--- src/sv/quadrature_tach_period_meter_core_defines.svh ---
// Assertion macros for the quadrature tachometer period meter
`ifndef QUADRATURE_TACH_PERIOD_METER_CORE_DEFINES_SVH
`define QUADRATURE_TACH_PERIOD_METER_CORE_DEFINES_SVH

// Check on every clock edge outside reset
`define QTPM_ASSERT(lbl, prop) \
  lbl: assert property (@(posedge clk) disable iff (!rst_n) prop) \
    else $error("qtpm assertion failed");

// Check on every clock edge, reset included
`define QTPM_ASSERT_ALWAYS(lbl, prop) \
  lbl: assert property (@(posedge clk) prop) \
    else $error("qtpm reset assertion failed");

`endif

--- src/sv/qtpm_pkg.sv ---
// Shared types and constants for the quadrature tachometer period meter
package qtpm_pkg;

  localparam int DEF_TIME_WIDTH  = 32;
  localparam int DEF_COUNT_WIDTH = 8;
  localparam int STAMP_WIDTH     = 32;
  localparam int PERIOD_WIDTH    = 32;
  localparam int CFG_DATA_WIDTH  = 8;
  localparam int CFG_IDX_WIDTH   = 2;

  localparam logic [CFG_DATA_WIDTH-1:0] TICKS_RESET = 8'd12;

  typedef enum logic [CFG_IDX_WIDTH-1:0] {
    REG_TICKS_A = 2'd0,
    REG_TICKS_B = 2'd1
  } reg_idx_t;

  typedef enum logic [1:0] {
    ACT_CHANGE_A = 2'd0,
    ACT_CHANGE_B = 2'd1,
    ACT_TICK     = 2'd2,
    ACT_NONE     = 2'd3
  } action_t;

  typedef struct packed {
    action_t                  action;
    logic                     level_a;
    logic                     level_b;
    logic [STAMP_WIDTH-1:0]   time_us;
  } qtpm_item_t;

  typedef struct packed {
    logic                     dir_e;
    logic                     dir_f;
    logic [PERIOD_WIDTH-1:0]  period_a;
    logic [PERIOD_WIDTH-1:0]  period_b;
  } qtpm_result_t;

  typedef struct packed {
    logic in_stall;
    logic s1_valid;
    logic s1_fire;
  } qtpm_flow_t;

endpackage

--- src/sv/qtpm_in_stage.sv ---
// Input register stage with stall generation
module qtpm_in_stage
  import qtpm_pkg::*;
(
  input  logic       clk,
  input  logic       rst_n,
  input  logic       in_valid,
  input  qtpm_item_t in_item,
  input  logic       advance,
  output qtpm_flow_t flow,
  output qtpm_item_t s1_item
);

  logic       s1_valid_r;
  logic       s1_valid_nxt;
  qtpm_item_t s1_item_r;
  logic       in_stall;
  logic       in_fire;

  assign in_stall = s1_valid_r && !advance;
  assign in_fire  = in_valid && !in_stall;

  always_comb begin
    s1_valid_nxt = s1_valid_r;
    if (in_fire) begin
      s1_valid_nxt = 1'b1;
    end else if (advance) begin
      s1_valid_nxt = 1'b0;
    end
  end

  always_ff @(posedge clk) begin
    if (!rst_n) begin
      s1_valid_r <= 1'b0;
    end else begin
      s1_valid_r <= s1_valid_nxt;
    end
  end

  always_ff @(posedge clk) begin
    if (in_fire) begin
      s1_item_r <= in_item;
    end
  end

  assign flow.in_stall = in_stall;
  assign flow.s1_valid = s1_valid_r;
  assign flow.s1_fire  = s1_valid_r && advance;
  assign s1_item       = s1_item_r;

endmodule

--- src/sv/qtpm_update.sv ---
// Direction decode, tick counting and period capture state
module qtpm_update
  import qtpm_pkg::*;
#(
  parameter int TIME_WIDTH  = DEF_TIME_WIDTH,
  parameter int COUNT_WIDTH = DEF_COUNT_WIDTH
) (
  input  logic                      clk,
  input  logic                      rst_n,
  input  logic                      cfg_we,
  input  logic [CFG_IDX_WIDTH-1:0]  cfg_index,
  input  logic [CFG_DATA_WIDTH-1:0] cfg_data,
  input  logic                      commit,
  input  qtpm_item_t                item,
  output qtpm_result_t              result
);

  logic [CFG_DATA_WIDTH-1:0] ticks_a_r, ticks_b_r;

  logic                   prev_a_r, prev_a_nxt;
  logic                   prev_b_r, prev_b_nxt;
  logic                   lv_seeded_r, lv_seeded_nxt;
  logic                   dir_e_r, dir_e_nxt;
  logic                   dir_f_r, dir_f_nxt;
  logic [COUNT_WIDTH-1:0] cnt_a_r, cnt_a_nxt;
  logic [COUNT_WIDTH-1:0] cnt_b_r, cnt_b_nxt;
  logic [TIME_WIDTH-1:0]  cap_a_r, cap_a_nxt;
  logic [TIME_WIDTH-1:0]  cap_b_r, cap_b_nxt;
  logic                   ts_a_r, ts_a_nxt;
  logic                   ts_b_r, ts_b_nxt;
  logic [TIME_WIDTH-1:0]  per_a_r, per_a_nxt;
  logic [TIME_WIDTH-1:0]  per_b_r, per_b_nxt;
  logic                   alive_r, alive_nxt;

  logic [TIME_WIDTH+STAMP_WIDTH-1:0]      now_ext;
  logic [TIME_WIDTH-1:0]                  now;
  logic [COUNT_WIDTH+CFG_DATA_WIDTH-1:0]  lim_a_ext, lim_b_ext;
  logic [COUNT_WIDTH-1:0]                 lim_a, lim_b;
  logic [COUNT_WIDTH-1:0]                 inc_a, inc_b;
  logic [TIME_WIDTH-1:0]                  base_a, base_b;
  logic                                   pa, pb, a, b;
  logic                                   e_calc, f_calc;
  logic [TIME_WIDTH+PERIOD_WIDTH-1:0]     per_a_ext, per_b_ext;

  assign now_ext   = {{TIME_WIDTH{1'b0}}, item.time_us};
  assign now       = now_ext[TIME_WIDTH-1:0];
  assign lim_a_ext = {{COUNT_WIDTH{1'b0}}, ticks_a_r};
  assign lim_b_ext = {{COUNT_WIDTH{1'b0}}, ticks_b_r};
  assign lim_a     = lim_a_ext[COUNT_WIDTH-1:0];
  assign lim_b     = lim_b_ext[COUNT_WIDTH-1:0];
  assign inc_a     = cnt_a_r + COUNT_WIDTH'(1);
  assign inc_b     = cnt_b_r + COUNT_WIDTH'(1);
  assign base_a    = ts_a_r ? cap_a_r : now;
  assign base_b    = ts_b_r ? cap_b_r : now;

  assign a  = item.level_a;
  assign b  = item.level_b;
  assign pa = lv_seeded_r ? prev_a_r : a;
  assign pb = lv_seeded_r ? prev_b_r : b;

  assign e_calc = (!pb && !a) || (!pa && b) || (pb && a) || (pa && !b);
  assign f_calc = (!pa && !b) || (pb && !b) || (pa && b) || (!pb && a);

  always_comb begin
    prev_a_nxt    = prev_a_r;
    prev_b_nxt    = prev_b_r;
    lv_seeded_nxt = lv_seeded_r;
    dir_e_nxt     = dir_e_r;
    dir_f_nxt     = dir_f_r;
    cnt_a_nxt     = cnt_a_r;
    cnt_b_nxt     = cnt_b_r;
    cap_a_nxt     = cap_a_r;
    cap_b_nxt     = cap_b_r;
    ts_a_nxt      = ts_a_r;
    ts_b_nxt      = ts_b_r;
    per_a_nxt     = per_a_r;
    per_b_nxt     = per_b_r;
    alive_nxt     = alive_r;
    case (item.action)
      ACT_CHANGE_A: begin
        cap_a_nxt     = base_a;
        ts_a_nxt      = 1'b1;
        prev_a_nxt    = a;
        prev_b_nxt    = b;
        lv_seeded_nxt = 1'b1;
        dir_e_nxt     = e_calc;
        dir_f_nxt     = f_calc;
        if (a) begin
          alive_nxt = 1'b1;
          cnt_a_nxt = inc_a;
          if (inc_a == lim_a) begin
            per_a_nxt = now - base_a;
            cap_a_nxt = now;
            cnt_a_nxt = '0;
          end
        end
      end
      ACT_CHANGE_B: begin
        cap_b_nxt     = base_b;
        ts_b_nxt      = 1'b1;
        prev_a_nxt    = a;
        prev_b_nxt    = b;
        lv_seeded_nxt = 1'b1;
        dir_e_nxt     = e_calc;
        dir_f_nxt     = f_calc;
        if (b) begin
          cnt_b_nxt = inc_b;
          if (inc_b == lim_b) begin
            per_b_nxt = now - base_b;
            cap_b_nxt = now;
            cnt_b_nxt = '0;
          end
        end
      end
      ACT_TICK: begin
        if (alive_r) begin
          alive_nxt = 1'b0;
        end else begin
          per_a_nxt = '0;
        end
      end
      default: begin
      end
    endcase
  end

  always_ff @(posedge clk) begin
    if (!rst_n) begin
      ticks_a_r   <= TICKS_RESET;
      ticks_b_r   <= TICKS_RESET;
      prev_a_r    <= 1'b0;
      prev_b_r    <= 1'b0;
      lv_seeded_r <= 1'b0;
      dir_e_r     <= 1'b1;
      dir_f_r     <= 1'b1;
      cnt_a_r     <= '0;
      cnt_b_r     <= '0;
      cap_a_r     <= '0;
      cap_b_r     <= '0;
      ts_a_r      <= 1'b0;
      ts_b_r      <= 1'b0;
      per_a_r     <= '0;
      per_b_r     <= '0;
      alive_r     <= 1'b0;
    end else begin
      if (cfg_we && (cfg_index == REG_TICKS_A)) begin
        ticks_a_r <= cfg_data;
      end
      if (cfg_we && (cfg_index == REG_TICKS_B)) begin
        ticks_b_r <= cfg_data;
      end
      if (commit) begin
        prev_a_r    <= prev_a_nxt;
        prev_b_r    <= prev_b_nxt;
        lv_seeded_r <= lv_seeded_nxt;
        dir_e_r     <= dir_e_nxt;
        dir_f_r     <= dir_f_nxt;
        cnt_a_r     <= cnt_a_nxt;
        cnt_b_r     <= cnt_b_nxt;
        cap_a_r     <= cap_a_nxt;
        cap_b_r     <= cap_b_nxt;
        ts_a_r      <= ts_a_nxt;
        ts_b_r      <= ts_b_nxt;
        per_a_r     <= per_a_nxt;
        per_b_r     <= per_b_nxt;
        alive_r     <= alive_nxt;
      end
    end
  end

  assign per_a_ext       = {{PERIOD_WIDTH{1'b0}}, per_a_nxt};
  assign per_b_ext       = {{PERIOD_WIDTH{1'b0}}, per_b_nxt};
  assign result.dir_e    = dir_e_nxt;
  assign result.dir_f    = dir_f_nxt;
  assign result.period_a = per_a_ext[PERIOD_WIDTH-1:0];
  assign result.period_b = per_b_ext[PERIOD_WIDTH-1:0];

endmodule

--- src/sv/quadrature_tach_period_meter_core.sv ---
// Top level of the quadrature tachometer period meter
//
//   channel  handshake            payload
//   in       in_valid/in_stall    in_action, in_level_a, in_level_b, in_time_us
//   out      out_valid/out_stall  out_dir_e, out_dir_f, out_period_a, out_period_b
//   cfg      cfg_valid/cfg_ready  cfg_index, cfg_data
//
// One item per cycle unless a stalled result holds the flow.
// Latency is set by the input register and the result register around the update.
// Reset (rst_n low, synchronous) empties both stages and restores counts and periods.
// A stalled result holds; the input register still takes one more item behind it.
// cfg_ready is always high.
`include "quadrature_tach_period_meter_core_defines.svh"
module quadrature_tach_period_meter_core
  import qtpm_pkg::*;
#(
  parameter int TIME_WIDTH  = DEF_TIME_WIDTH,
  parameter int COUNT_WIDTH = DEF_COUNT_WIDTH
) (
  input  logic                      clk,
  input  logic                      rst_n,
  input  logic                      in_valid,
  output logic                      in_stall,
  input  logic [1:0]                in_action,
  input  logic                      in_level_a,
  input  logic                      in_level_b,
  input  logic [STAMP_WIDTH-1:0]    in_time_us,
  output logic                      out_valid,
  input  logic                      out_stall,
  output logic                      out_dir_e,
  output logic                      out_dir_f,
  output logic [PERIOD_WIDTH-1:0]   out_period_a,
  output logic [PERIOD_WIDTH-1:0]   out_period_b,
  input  logic                      cfg_valid,
  output logic                      cfg_ready,
  input  logic [CFG_IDX_WIDTH-1:0]  cfg_index,
  input  logic [CFG_DATA_WIDTH-1:0] cfg_data
);

  qtpm_item_t   in_item;
  qtpm_item_t   s1_item;
  qtpm_flow_t   flow;
  qtpm_result_t res_nxt;
  qtpm_result_t res_r;
  logic         out_valid_r;
  logic         out_valid_nxt;
  logic         advance;

  assign in_item.action  = action_t'(in_action);
  assign in_item.level_a = in_level_a;
  assign in_item.level_b = in_level_b;
  assign in_item.time_us = in_time_us;

  assign advance   = !out_valid_r || !out_stall;
  assign cfg_ready = 1'b1;

  qtpm_in_stage u_in_stage (
    .clk      (clk),
    .rst_n    (rst_n),
    .in_valid (in_valid),
    .in_item  (in_item),
    .advance  (advance),
    .flow     (flow),
    .s1_item  (s1_item)
  );

  qtpm_update #(
    .TIME_WIDTH  (TIME_WIDTH),
    .COUNT_WIDTH (COUNT_WIDTH)
  ) u_update (
    .clk       (clk),
    .rst_n     (rst_n),
    .cfg_we    (cfg_valid && cfg_ready),
    .cfg_index (cfg_index),
    .cfg_data  (cfg_data),
    .commit    (flow.s1_fire),
    .item      (s1_item),
    .result    (res_nxt)
  );

  always_comb begin
    out_valid_nxt = out_valid_r;
    if (advance) begin
      out_valid_nxt = flow.s1_valid;
    end
  end

  always_ff @(posedge clk) begin
    if (!rst_n) begin
      out_valid_r <= 1'b0;
    end else begin
      out_valid_r <= out_valid_nxt;
    end
  end

  always_ff @(posedge clk) begin
    if (flow.s1_fire) begin
      res_r <= res_nxt;
    end
  end

  assign in_stall     = flow.in_stall;
  assign out_valid    = out_valid_r;
  assign out_dir_e    = res_r.dir_e;
  assign out_dir_f    = res_r.dir_f;
  assign out_period_a = res_r.period_a;
  assign out_period_b = res_r.period_b;

  `QTPM_ASSERT(a_stall_needs_item, in_stall |-> flow.s1_valid && out_valid_r)
  `QTPM_ASSERT(a_fire_fills_out, flow.s1_fire |=> out_valid_r)
  `QTPM_ASSERT(a_stall_holds_stage, in_stall |=> $stable(s1_item))
  `QTPM_ASSERT_ALWAYS(a_reset_empties, !rst_n |=> !out_valid_r && !flow.s1_valid)

endmodule

--- config.mk ---
export PLATFORM = sky130hd
export DESIGN_NAME = quadrature_tach_period_meter_core
export DESIGN_NICKNAME = d
export VERILOG_FILES = /design/src/sv/qtpm_pkg.sv /design/src/sv/qtpm_in_stage.sv /design/src/sv/qtpm_update.sv /design/src/sv/quadrature_tach_period_meter_core.sv
export VERILOG_INCLUDE_DIRS = /design/src /design/src/sv
export SDC_FILE = /design/constraint.sdc
export NUM_CORES = 1
export LEC_CHECK = 0
export BUFFER_PORTS_ARGS = -buffer_cell sky130_fd_sc_hd__buf_4
export CAP_MARGIN = 15
export CORE_MARGIN = 2
export CORE_UTILIZATION = 50
export CTS_CLUSTER_SIZE = 16
export DETAILED_ROUTE_END_ITERATION = 8
export GPL_TIMING_DRIVEN = 0
export HOLD_SLACK_MARGIN = 0.12
export PLACE_DENSITY = 0.76
export SLEW_MARGIN = 20
export SYNTH_ARGS = -nofsm -noshare
export SYNTH_HDL_FRONTEND = slang
export SYNTH_HIERARCHICAL = 1
export SYNTH_SLANG_ARGS = --single-unit
export TNS_END_PERCENT = 50
--- constraint.sdc ---
create_clock -name clk -period 6.8 [get_ports clk]
set_input_delay 1.36 -clock clk [delete_from_list [all_inputs] [get_ports clk]]
set_output_delay 1.36 -clock clk [all_outputs]
set_load 0.01 [all_outputs]
==> results of run 1 <==
through the flow:
stage          instance area, um^2  util [%]  setup TNS (ns)  total power (W)
2_1_floorplan                14290         -               0         0.002228
3_3_place_gp                 15650     56.02          -20.37         0.002425
3_5_place_dp                 15710     56.23               0         0.002442
4_1_cts                      16710     59.81               0         0.004081
5_1_grt                      16710     59.81               0         0.004219
6_report                     16710     59.81               0         0.004071
registers in the layout, summed over array words and instances, names as in the netlist, 8 cells and up:
signal / flops
u_update/lim_b: 8
u_update/cnt_b_r: 8
u_update/cap_a_r: 32
u_update/cnt_a_r: 8
u_in_stage/s1_item: 36
u_update/per_a_r: 32
out_period_a: 32
u_update/per_b_r: 32
u_update/cap_b_r: 32
u_update/lim_a: 8
out_period_b: 32
where the power goes:
group | leakage, nW | total (W) | switching [W] | internal, W
clock network | 0.488 | 0.00164 | 0.000653 | 0.000991
logic | 3.67 | 0.000643 | 0.000395 | 0.000248
registers | 2.37 | 0.00178 | 0.0000412 | 0.00174
final cells by class:
type	instances	area [um^2]	area share, %
multi-input combinational	1150	7335	43.90
sequential	272	6466	38.70
timing repair buffer	120	933.4	5.587
clock buffer	39	813.3	4.868
tap	378	473.0	2.831
buffer	83	409.1	2.449
clock inverter	14	187.7	1.123
inverter	24	90.09	0.5392
final timing paths:
path                                            from              endpoint
worst max-delay path                 u_update/ts_a_r      out_period_a[26]
worst min-delay path            u_update/cap_b_r[13]  u_update/cap_b_r[13]
worst max register to register       u_update/ts_a_r      out_period_a[26]
worst min register to register  u_update/cap_b_r[13]  u_update/cap_b_r[13]
cells by family (layout without fill, tap and decap cells):
| logic type | after synthesis | in the layout | share of synthesized area, % |
|---|---|---|---|
| DFF | 272 | 272 | 45.25 |
| other | 1 | 1 | 0.02624 |
| and+or+nand+nor | 514 | 514 | 15.97 |
| buffers and inverters | 107 | 280 | 3.494 |
| adders and majority gates | 73 | 73 | 6.497 |
| xor gates and xnor gates | 73 | 73 | 4.527 |
| AOI/OAI and AO/OA | 369 | 369 | 15.81 |
| muxes | 120 | 120 | 8.423 |
cell usage after synthesis, types with 3 or more instances:
| cell | number |
|---|---|
| o41ai_2 | 3 |
| buf_4 | 9 |
| nand2b_1 | 10 |
| o21a_1 | 10 |
| nor2b_1 | 13 |
| o21ai_0 | 109 |
| o31ai_1 | 6 |
| clkbuf_1 | 46 |
| and3_1 | 9 |
| o21bai_1 | 5 |
| xor2_1 | 28 |
| nor2_1 | 141 |
| a22o_1 | 4 |
| a21o_1 | 25 |
| nor3_1 | 11 |
| dfxtp_1 | 170 |
| nor3b_1 | 9 |
| xnor2_1 | 44 |
| nand3_1 | 45 |
| a211o_1 | 3 |
| edfxtp_1 | 102 |
| a211oi_1 | 3 |
| a32oi_1 | 4 |
| buf_1 | 5 |
| mux2i_1 | 118 |
| buf_2 | 18 |
| or3_1 | 6 |
| nand4_1 | 15 |
| o211ai_1 | 7 |
| ha_1 | 71 |
| o21ai_1 | 13 |
| a21oi_1 | 130 |
| buf_6 | 4 |
| inv_1 | 23 |
| nand2_1 | 232 |
| o21ba_2 | 4 |
| and2_1 | 8 |
| a31oi_1 | 14 |
| nand3b_1 | 3 |
critical path, cell delays in order, from the launching register on:
cell       delay [ns]
dfxtp_1          0.31
clkbuf_1         0.58
clkbuf_1         0.72
o21ai_0          0.23
ha_1             0.27
fa_1             0.45
nor2b_1          0.24
o2111ai_1        0.17
a21oi_1          0.27
o41ai_2          0.14
o21ai_2          0.32
a31oi_1          0.20
nand2b_1         0.25
o21ai_0          0.27
xnor2_1          0.23
o21ai_0          0.13
layer usage:
metal / up-vias / global-route usage [%] / wire [um]
met5: - / 0 / 0
met4: 0 / 9.499 / 1438
met3: 96 / 3.870 / 2811
met2: 475 / 41.05 / 17790
met1: 5741 / 33.75 / 17070
li1: 5715 / - / -
==> results by group, run 1 <==
Run status
  • Outcome: completed

Setup path
  • Launching element type of the critical path: flip-flop
  • Worst setup path category: reg2reg
  • Worst EP arrival: 5.34 ns
  • Crit-path max FO: 10
  • Worst reg-to-reg setup slack: 1.73 ns
  • Cell count of the worst reg-to-reg path: 15
  • Required time of the critical path: 7.07 ns
  • Worst Setup End Kind: flip-flop

STA
  • Final count of pins violating max slew: 0
  • Worst setup skew after layout: 0.01277 ns
  • Final Hold Vio Count: 0
  • Tightest Pin Transition: 1.208 ns
  • Min Clock Period, post-route: 5.065 ns
  • Final setup violation count: 0
  • Unrepaired setup endpoints after global routing: no
  • Final Worst Setup Slack: 1.735 ns
  • Worst relative slew slack: 19.46%
  • Post-Route Hold Slack: 0.4512 ns
  • Timing-limited maximum frequency: 197.4 MHz
  • Final worst path period share: 74.49%

Detailed routing
  • Via count: 12.03k
  • First-pass DRT Iterations: 7
  • Detailed-route wire length per cell: 18.80 um
  • Count of antenna-violating nets left after detailed routing: 0
  • Vias/cell: 5.782
  • Starting DRT DRC Count: 1014
  • DRC viols: 0
  • Total detailed-routing wirelength: 39.10 mm

Clock tree
  • Reg clk slew, reported paths: 0.06 ns
  • Post-CTS setup repair buffer count: 0
  • Number of H-tree branching levels: 1
  • Worst-Skew Late Latency: 0.55 ns
  • Clock Sinks: 272
  • Clock Tree Buf Depth: 3
  • Number of hold-repair buffers added at the cts stage: 0
  • Post-cts repair resize count: 0
  • Num CTS Buffers: 29
  • Cell at the root of the clock tree: clkbuf_16
  • Clock tree from TritonCTS: done

Floorplanning
  • Top-level I/O count: 120
  • Die outline area: 29950 um^2
  • Area of the placeable core: 27930 um^2
  • Effective utilization at floorplan: 51.16%
  • Num rows: 61
  • Overall die height: 173.1 um
  • Die X: 173.1 um

Synthesis
  • Total number of yosys warnings: 6
  • Mean post-synth cell area: 9.346 um^2
  • Synthesized instance count: 1529
  • Number of enable-type register cells in the synthesized netlist: 102
  • Primary FF master, synth: dfxtp_1
  • Post-synthesis instance area: 14290 um^2
  • Syn nets: 1653
  • Area share of the leading cell type in the synthesized netlist: 23.82%
  • Top cells by area, synth: dfxtp_1, edfxtp_1, mux2i_1
  • Biggest area consumer among synthesized cells: dfxtp_1
  • Post-synthesis async set-or-reset flop share: 0%
  • Number of distinct library cells after synthesis: 81
  • Register area share after synthesis: 45.25%
  • Flip-flop and latch count after synthesis: 272

Layout
  • Final nets: 1804
  • Area added between synthesis and finish: 16.92%
  • Fraction of final layout cells sized beyond drive strength 1: 13.51%
  • Layout fillers: 2345
  • # diodes: 0
  • Commonest non-fill, non-tap cells in the layout: nand2_1, dfxtp_1, nor2_1
  • Commonest non-fill, non-tap cell in the layout: nand2_1
  • Post-route non-filler standard cell count: 2080

GRT
  • Sum of overflow across all layers after global routing: 0
  • Via count of the first global-routing pass: 11.43k
  • Largest net degree at the start of global routing: 49
  • Overall global routing resource usage: 25.14%
  • Global-route wire length before repair: 60.84 mm
  • Antenna violations before repair: 0

Hold path
  • Hold/Removal Path Class: reg2reg
  • WHS Path Cells: 2

Power
  • VDD IR max: 0.2101 mV
  • Leakage power figure: 6.521 nW
  • Cell Pwr Density: 243.6 nW/um^2

Place
  • Count of port buffers added during placement: 118
  • Gp weighted congestion: 0.9286
  • Worst slack after detailed placement: 1.901 ns
  • DP Wirelength: 29.03 mm
  • Post-placement cell count: 2027

Run
  • Max-cap viol count: 0
Note: power is estimated with default switching activity, not from simulation.
==> run 2: changes to the inputs <==
clock period = 4.8 ns   (was 6.8 ns; I/O delays follow)
==> results by group, run 2 (synthesis results as in run 1) <==
Hold path
  • End of the worst hold path: u_update/cap_b_r[9]
  • Hold/Removal Path Class: reg2reg
  • WHS Path Cells: 2 (unchanged)
  • Origin of the worst min-delay path: u_update/cap_b_r[9]

GRT
  • Antenna violations before repair: 0 (unchanged)
  • Via count of the first global-routing pass: 11.29k (-1.2%)
  • Sum of overflow across all layers after global routing: 0 (unchanged)
  • Overall global routing resource usage: 25.22% (+0.083 points)
  • Largest net degree at the start of global routing: 49 (unchanged)
  • Global-route wire length before repair: 61.07 mm (+0.37%)

Clock tree
  • Clock tree from TritonCTS: done
  • Num CTS Buffers: 30 (+3.4%)
  • Clock Tree Buf Depth: 3 (unchanged)
  • Worst-Skew Late Latency: 0.56 ns (about the same)
  • Clock Sinks: 272 (unchanged)
  • Post-CTS setup repair buffer count: 0 (unchanged)
  • Cell at the root of the clock tree: clkbuf_16
  • Number of H-tree branching levels: 1 (unchanged)
  • Reg clk slew, reported paths: 0.06 ns (about the same)

Run
  • Max-cap viol count: 0 (unchanged)

Power
  • Internal power component: 0.004253 W (+43%)
  • Power consumption: 0.005818 W (+43%)
  • Sequential fraction of design power: 43.4% (-0.4 points)
  • Switching part of the total: 26.89% (+0.12 points)
  • Cell Pwr Density: 347.9 nW/um^2 (+43%)
  • Comb pwr share: 15.6% (-0.2 points)
  • VDD IR max: 0.2826 mV (+35%)
  • Leakage power figure: 6.545 nW (+0.36%)
  • Share of total power in the clock network: 41.0% (+0.6 points)
  • Net switching power: 0.001565 W (+44%)

Floorplanning
  • Effective utilization at floorplan: 51.16% (unchanged)
  • Area of the placeable core: 27930 um^2 (unchanged)
  • Die X: 173.1 um (unchanged)
  • Die outline area: 29950 um^2 (unchanged)
  • Overall die height: 173.1 um (unchanged)
  • Num rows: 61 (unchanged)
  • Top-level I/O count: 120 (unchanged)

Layout
  • Final nets: 1803 (-0.055%)
  • Post-layout util: 59.87% (about the same)
  • Commonest non-fill, non-tap cells in the layout: nand2_1, dfxtp_1, nor2_1
  • Area added between synthesis and finish: 17.03% (about the same)
  • Fraction of final layout cells sized beyond drive strength 1: 13.62% (+0.11 points)
  • # diodes: 0 (unchanged)
  • Commonest non-fill, non-tap cell in the layout: nand2_1
  • Max FFs per register: 36 (unchanged)

Detailed routing
  • Vias/cell: 5.815 (+0.58%)
  • Total detailed-routing wirelength: 38.98 mm (-0.31%)
  • Starting DRT DRC Count: 1183 (+17%)
  • Detailed-route wire length per cell: 18.73 um (-0.36%)
  • First-pass DRT Iterations: 6 (-1)
  • Via count: 12.10k (+0.62%)
  • DRC viols: 0 (unchanged)
  • Count of antenna-violating nets left after detailed routing: 0 (unchanged)

STA
  • Final Hold Vio Count: 0 (unchanged)
  • Min Clock Period, post-route: 4.506 ns (-0.5592 ns)
  • Timing-limited maximum frequency: 221.9 MHz (+12%)
  • Final setup violation count: 0 (unchanged)
  • Final Worst Setup Slack: 0.2942 ns (-1.441 ns)
  • Final count of pins violating max slew: 0 (unchanged)
  • Unrepaired setup endpoints after global routing: no
  • Tightest Pin Transition: 0.8560 ns (-0.3520 ns)
  • Final worst path period share: 93.87% (+19 points)
  • Worst setup skew after layout: 0.01574 ns (+0.002970 ns)
  • Worst relative slew slack: 42.93% (+23 points)

Place
  • Gp weighted congestion: 0.9526 (+2.6%)
  • DP Wirelength: 28.72 mm (-1.1%)
  • Count of port buffers added during placement: 118 (unchanged)
  • Worst slack after detailed placement: -0.2039 ns (-2.105 ns)

Setup path
  • Capturing point of the worst reg2reg path: out_period_b[31]
  • Worst Setup End Kind: flip-flop
  • Required time of the critical path: 5.08 ns (-1.99 ns)
  • Launching element type of the critical path: flip-flop
  • Startpoint of the lowest-slack register-to-register path: u_update/ts_b_r
  • Worst setup path category: reg2reg
  • Crit-path max FO: 10 (unchanged)
  • Worst reg-to-reg setup slack: 0.29 ns (-1.44 ns)
  • Cell count of the worst reg-to-reg path: 13 (-2)
  • Worst EP arrival: 4.79 ns (-0.55 ns)

Run status
  • Outcome: completed
==> run 2: cell types whose count changed in the layout (fill, tap and decap cells not counted), sizes merged <==
| cell | previous run | this run |
|---|---|---|
| clkinv | 7 | 12 |
| clkinvlp | 2 | 0 |
| clkbuf | 85 | 84 |
| inv | 25 | 24 |
| bufinv | 4 | 5 |
| buf | 157 | 156 |
==> run 2: routing by layer <==
metal	vias up	wire length, um	track usage (%)
li1	5723	-	-
met1	5774	16650	34.52
met2	534	18030	41.25
met3	71	3271	3.826
met4	0	1027	7.839
met5	-	0	0
==> run 2: power groups by stage <==
stage	combinational (W)	clock [W]	sequential (W)
floorplan	0.000588	0	0.00257
global placement	0.000857	0	0.00257
detailed placement	0.000883	0	0.00257
CTS	0.000890	0.00242	0.00252
global route	0.000980	0.00251	0.00253
finish	0.000908	0.00238	0.00253
==> run 2: layout make-up <==
class,instances,area (um^2)
plain buffers,81,407.9
clock buffers,39,794.5
clock inverters,17,222.7
fillers,2388,11210
inverters,24,90.09
multi-input cells,1150,7335
flip-flops and latches,272,6467
well taps,378,473.0
repair buffers,120,933.4
==> run 2: per-stage QoR <==
stage          cells  hold WS, ns  setup TNS (ns)  cell area [um^2]
2_1_floorplan   1529       0.4237               0             14290
3_3_place_gp    2025       0.4332          -19.59             15650
3_5_place_dp    2027       0.4436         -0.5746             15710
4_1_cts         2083       0.4522               0             16730
5_1_grt         2081       0.4679               0             16720
6_report        2081       0.4520               0             16720
==> run 2: timing repair <==
item / 4_1_cts / 5_1_grt
hold buffers: 0 / 0
pin swaps: 0 / 0
setup endpoints to repair: 8 / 15
gates resized for setup: 3 / 6
==> run 2: worst max-delay path by stage <==
stage	startpoint	endpoint	slack (ns)	cells after the start
3_3_place_gp	out_stall	u_update/cap_b_r[31]	-0.57	13
6_report	u_update/ts_b_r	out_period_b[31]	0.29	13
5_1_grt	u_update/ts_b_r	out_period_b[31]	0.15	13
2_1_floorplan	out_stall	u_update/cap_b_r[10]	0.76	12
4_1_cts	u_update/ts_a_r	out_period_a[30]	0.08	15
3_5_place_dp	u_update/ts_a_r	out_period_a[30]	-0.20	15
==> run 2: critical path: stages, from the launching register on <==
cell,delay (ns)
dfxtp_1,0.73
clkbuf_2,0.54
mux2i_1,0.35
ha_1,0.28
nor2b_1,0.15
o31ai_1,0.39
nand3_1,0.22
a211oi_1,0.31
nor2_1,0.17
a211o_1,0.36
a21oi_1,0.20
o21ba_1,0.16
xor2_1,0.21
o21ai_0,0.14
==> run 3: changes to the inputs <==
CORE_ASPECT_RATIO = 1.1   (was not set)
CORE_UTILIZATION = 40   (was 50)
PLACE_DENSITY = 0.64   (was 0.76)
==> results by group, run 3 (synthesis results as in run 1) <==
Run status
  • Outcome: completed

Layout
  • # diodes: 0 (unchanged)
  • Area added between synthesis and finish: 17.58%
  • Post-route non-filler standard cell count: 2183 (+4.9%)
  • Max FFs per register: 36 (unchanged)
  • Commonest non-fill, non-tap cells in the layout: nand2_1, dfxtp_1, nor2_1
  • Post-Layout Inst Area: 16800 um^2 (+0.47%)
  • Final nets: 1804 (+0.055%)
  • Fraction of final layout cells sized beyond drive strength 1: 13.28% (-0.34 points)
  • Commonest non-fill, non-tap cell in the layout: nand2_1
  • Layout fillers: 3345 (+40%)

Setup path
  • Worst reg-to-reg setup slack: 0.32 ns (+0.02 ns)
  • Launching element type of the critical path: flip-flop
  • Worst setup path category: reg2reg
  • Crit-path max FO: 10 (unchanged)
  • Startpoint of the lowest-slack register-to-register path: u_update/ts_a_r
  • Required time of the critical path: 5.09 ns (about the same)
  • Start point of the critical path: u_update/ts_a_r
  • Worst Setup End Kind: flip-flop
  • Worst EP arrival: 4.77 ns (-0.02 ns)

STA
  • Final Hold Vio Count: 0 (unchanged)
  • Final worst path period share: 93.41% (-0.46 points)
  • Tightest Pin Transition: 0.8248 ns (-0.03117 ns)
  • Worst relative slew slack: 45.01% (+2.1 points)
  • Worst setup skew after layout: 0.01821 ns (+0.002469 ns)
  • Unrepaired setup endpoints after global routing: no
  • Timing-limited maximum frequency: 223.0 MHz (+0.50%)
  • Final count of pins violating max slew: 0 (unchanged)
  • Final Worst Setup Slack: 0.3164 ns (+0.02224 ns)
  • Final setup violation count: 0 (unchanged)
  • Post-Route Hold Slack: 0.4502 ns (-0.001812 ns)
  • Min Clock Period, post-route: 4.484 ns (-0.02224 ns)

Floorplanning
  • Effective utilization at floorplan: 40.57% (-11 points)
  • Area of the placeable core: 35220 um^2 (+26%)
  • Die outline area: 37250 um^2 (+24%)
  • Die X: 184.2 um (+6.4%)
  • Num rows: 72 (+18%)
  • Overall die height: 202.2 um (+17%)
  • Top-level I/O count: 120 (unchanged)

Detailed routing
  • Vias/cell: 5.273 (-9.3%)
  • Count of antenna-violating nets left after detailed routing: 0 (unchanged)
  • Starting DRT DRC Count: 751 (-37%)
  • Detailed-route wire length per cell: 17.17 um (-8.3%)
  • Via count: 11.51k (-4.9%)
  • First-pass DRT Iterations: 5 (-1)
  • Total detailed-routing wirelength: 37.49 mm (-3.8%)
  • DRC viols: 0 (unchanged)

Place
  • Gp weighted congestion: 0.9217 (-3.2%)
  • Placed Area: 15840 um^2 (+0.82%)
  • Count of port buffers added during placement: 118 (unchanged)
  • DP Wirelength: 29.05 mm (+1.2%)
  • Post-placement cell count: 2130 (+5.1%)
  • Worst slack after detailed placement: 0.01441 ns (+0.2183 ns)

Clock tree
  • Num CTS Buffers: 29 (-3.3%)
  • Cell at the root of the clock tree: clkbuf_16
  • Number of hold-repair buffers added at the cts stage: 0 (unchanged)
  • Worst-Skew Late Latency: 0.56 ns (about the same)
  • Clock Tree Buf Depth: 3 (unchanged)
  • Number of H-tree branching levels: 1 (unchanged)
  • Reg clk slew, reported paths: 0.06 ns (about the same)
  • Clock Sinks: 272 (unchanged)
  • Clock tree from TritonCTS: done

Run
  • Max-cap viol count: 0 (unchanged)

GRT
  • Sum of overflow across all layers after global routing: 0 (unchanged)
  • Via count of the first global-routing pass: 11.19k (-0.96%)
  • Global-route wire length before repair: 59.49 mm (-2.6%)
  • Largest net degree at the start of global routing: 53 (+8.2%)
  • Antenna violations before repair: 0 (unchanged)
  • Overall global routing resource usage: 20.14% (-5.1 points)

Hold path
  • Hold/Removal Path Class: reg2reg
  • Origin of the worst min-delay path: u_update/per_a_r[25]

Power
  • Cell Pwr Density: 337.6 nW/um^2 (-3.0%)
  • Leakage power figure: 6.506 nW (-0.59%)
  • VDD IR max: 0.2656 mV (-6.0%)
==> run 3: changes by cell type in the layout (fill, tap and decap cells not counted), sizes merged <==
cell and delta:
clkinv -4, clkbuf +2, clkinvlp +2, inv -1, bufinv -1, buf +1
==> run 3: power by group <==
part	internal [W]	total (W)	switching (W)
Sequential	0.00247	0.00253	0.0000584
Combinational	0.000350	0.000879	0.000529
Clock	0.00137	0.00227	0.000897
==> run 3: repair_timing <==
action / CTS / global route
resized for setup: 0 / 8
buffers inserted: 0 / 0
endpoints found under the setup margin: 0 / 9
==> run 3: worst paths after layout <==
kind,end,cells past startpoint
setup reg to reg,out_period_a[26],15
hold / removal,u_update/per_a_r[25],2
setup / recovery,out_period_a[26],15
hold reg to reg,u_update/per_a_r[25],2
==> run 3: metrics by stage <==
step | utilization [%] | TNS (ns) | power (W)
2_1_floorplan | - | 0 | 0.003155
3_3_place_gp | 44.80 | -32.35 | 0.003427
3_5_place_dp | 44.96 | 0 | 0.003443
4_1_cts | 47.69 | 0 | 0.005728
5_1_grt | 47.70 | 0 | 0.005920
6_report | 47.70 | 0 | 0.005672
==> run 3: area by class of cell <==
class                      instances  area, um^2  share of cell area (%)
timing repair buffer             120       933.4                   5.555
tap                              481       601.8                   3.582
clock buffer                      40       798.3                   4.751
clock inverter                    13       165.2                  0.9829
inverter                          24       90.09                  0.5362
sequential                       272        6466                   38.48
buffer                            83       412.9                   2.457
multi-input combinational       1150        7335                   43.65
==> run 3: layer usage <==
| metal | wire length (um) | vias to the layer above | track usage (%) |
|---|---|---|---|
| li1 | - | 5741 | - |
| met3 | 2134 | 59 | 2.613 |
| met1 | 16860 | 5369 | 26.79 |
| met5 | 0 | - | 0 |
| met4 | 941 | 0 | 6.286 |
| met2 | 17560 | 342 | 33.99 |
==> run 3: worst max-delay path, stage by stage (launching register included) <==
cell and delay [ns]:
dfxtp_1 0.30, clkbuf_1 0.55, clkbuf_2 0.45, o21ai_0 0.16
ha_1 0.23, fa_1 0.43, nor2b_1 0.17, o2111ai_1 0.18
a21oi_1 0.30, o41ai_2 0.13, o21ai_2 0.27, a31oi_1 0.22
nand2b_1 0.27, o21ai_0 0.23, xnor2_1 0.19, o21ai_0 0.11
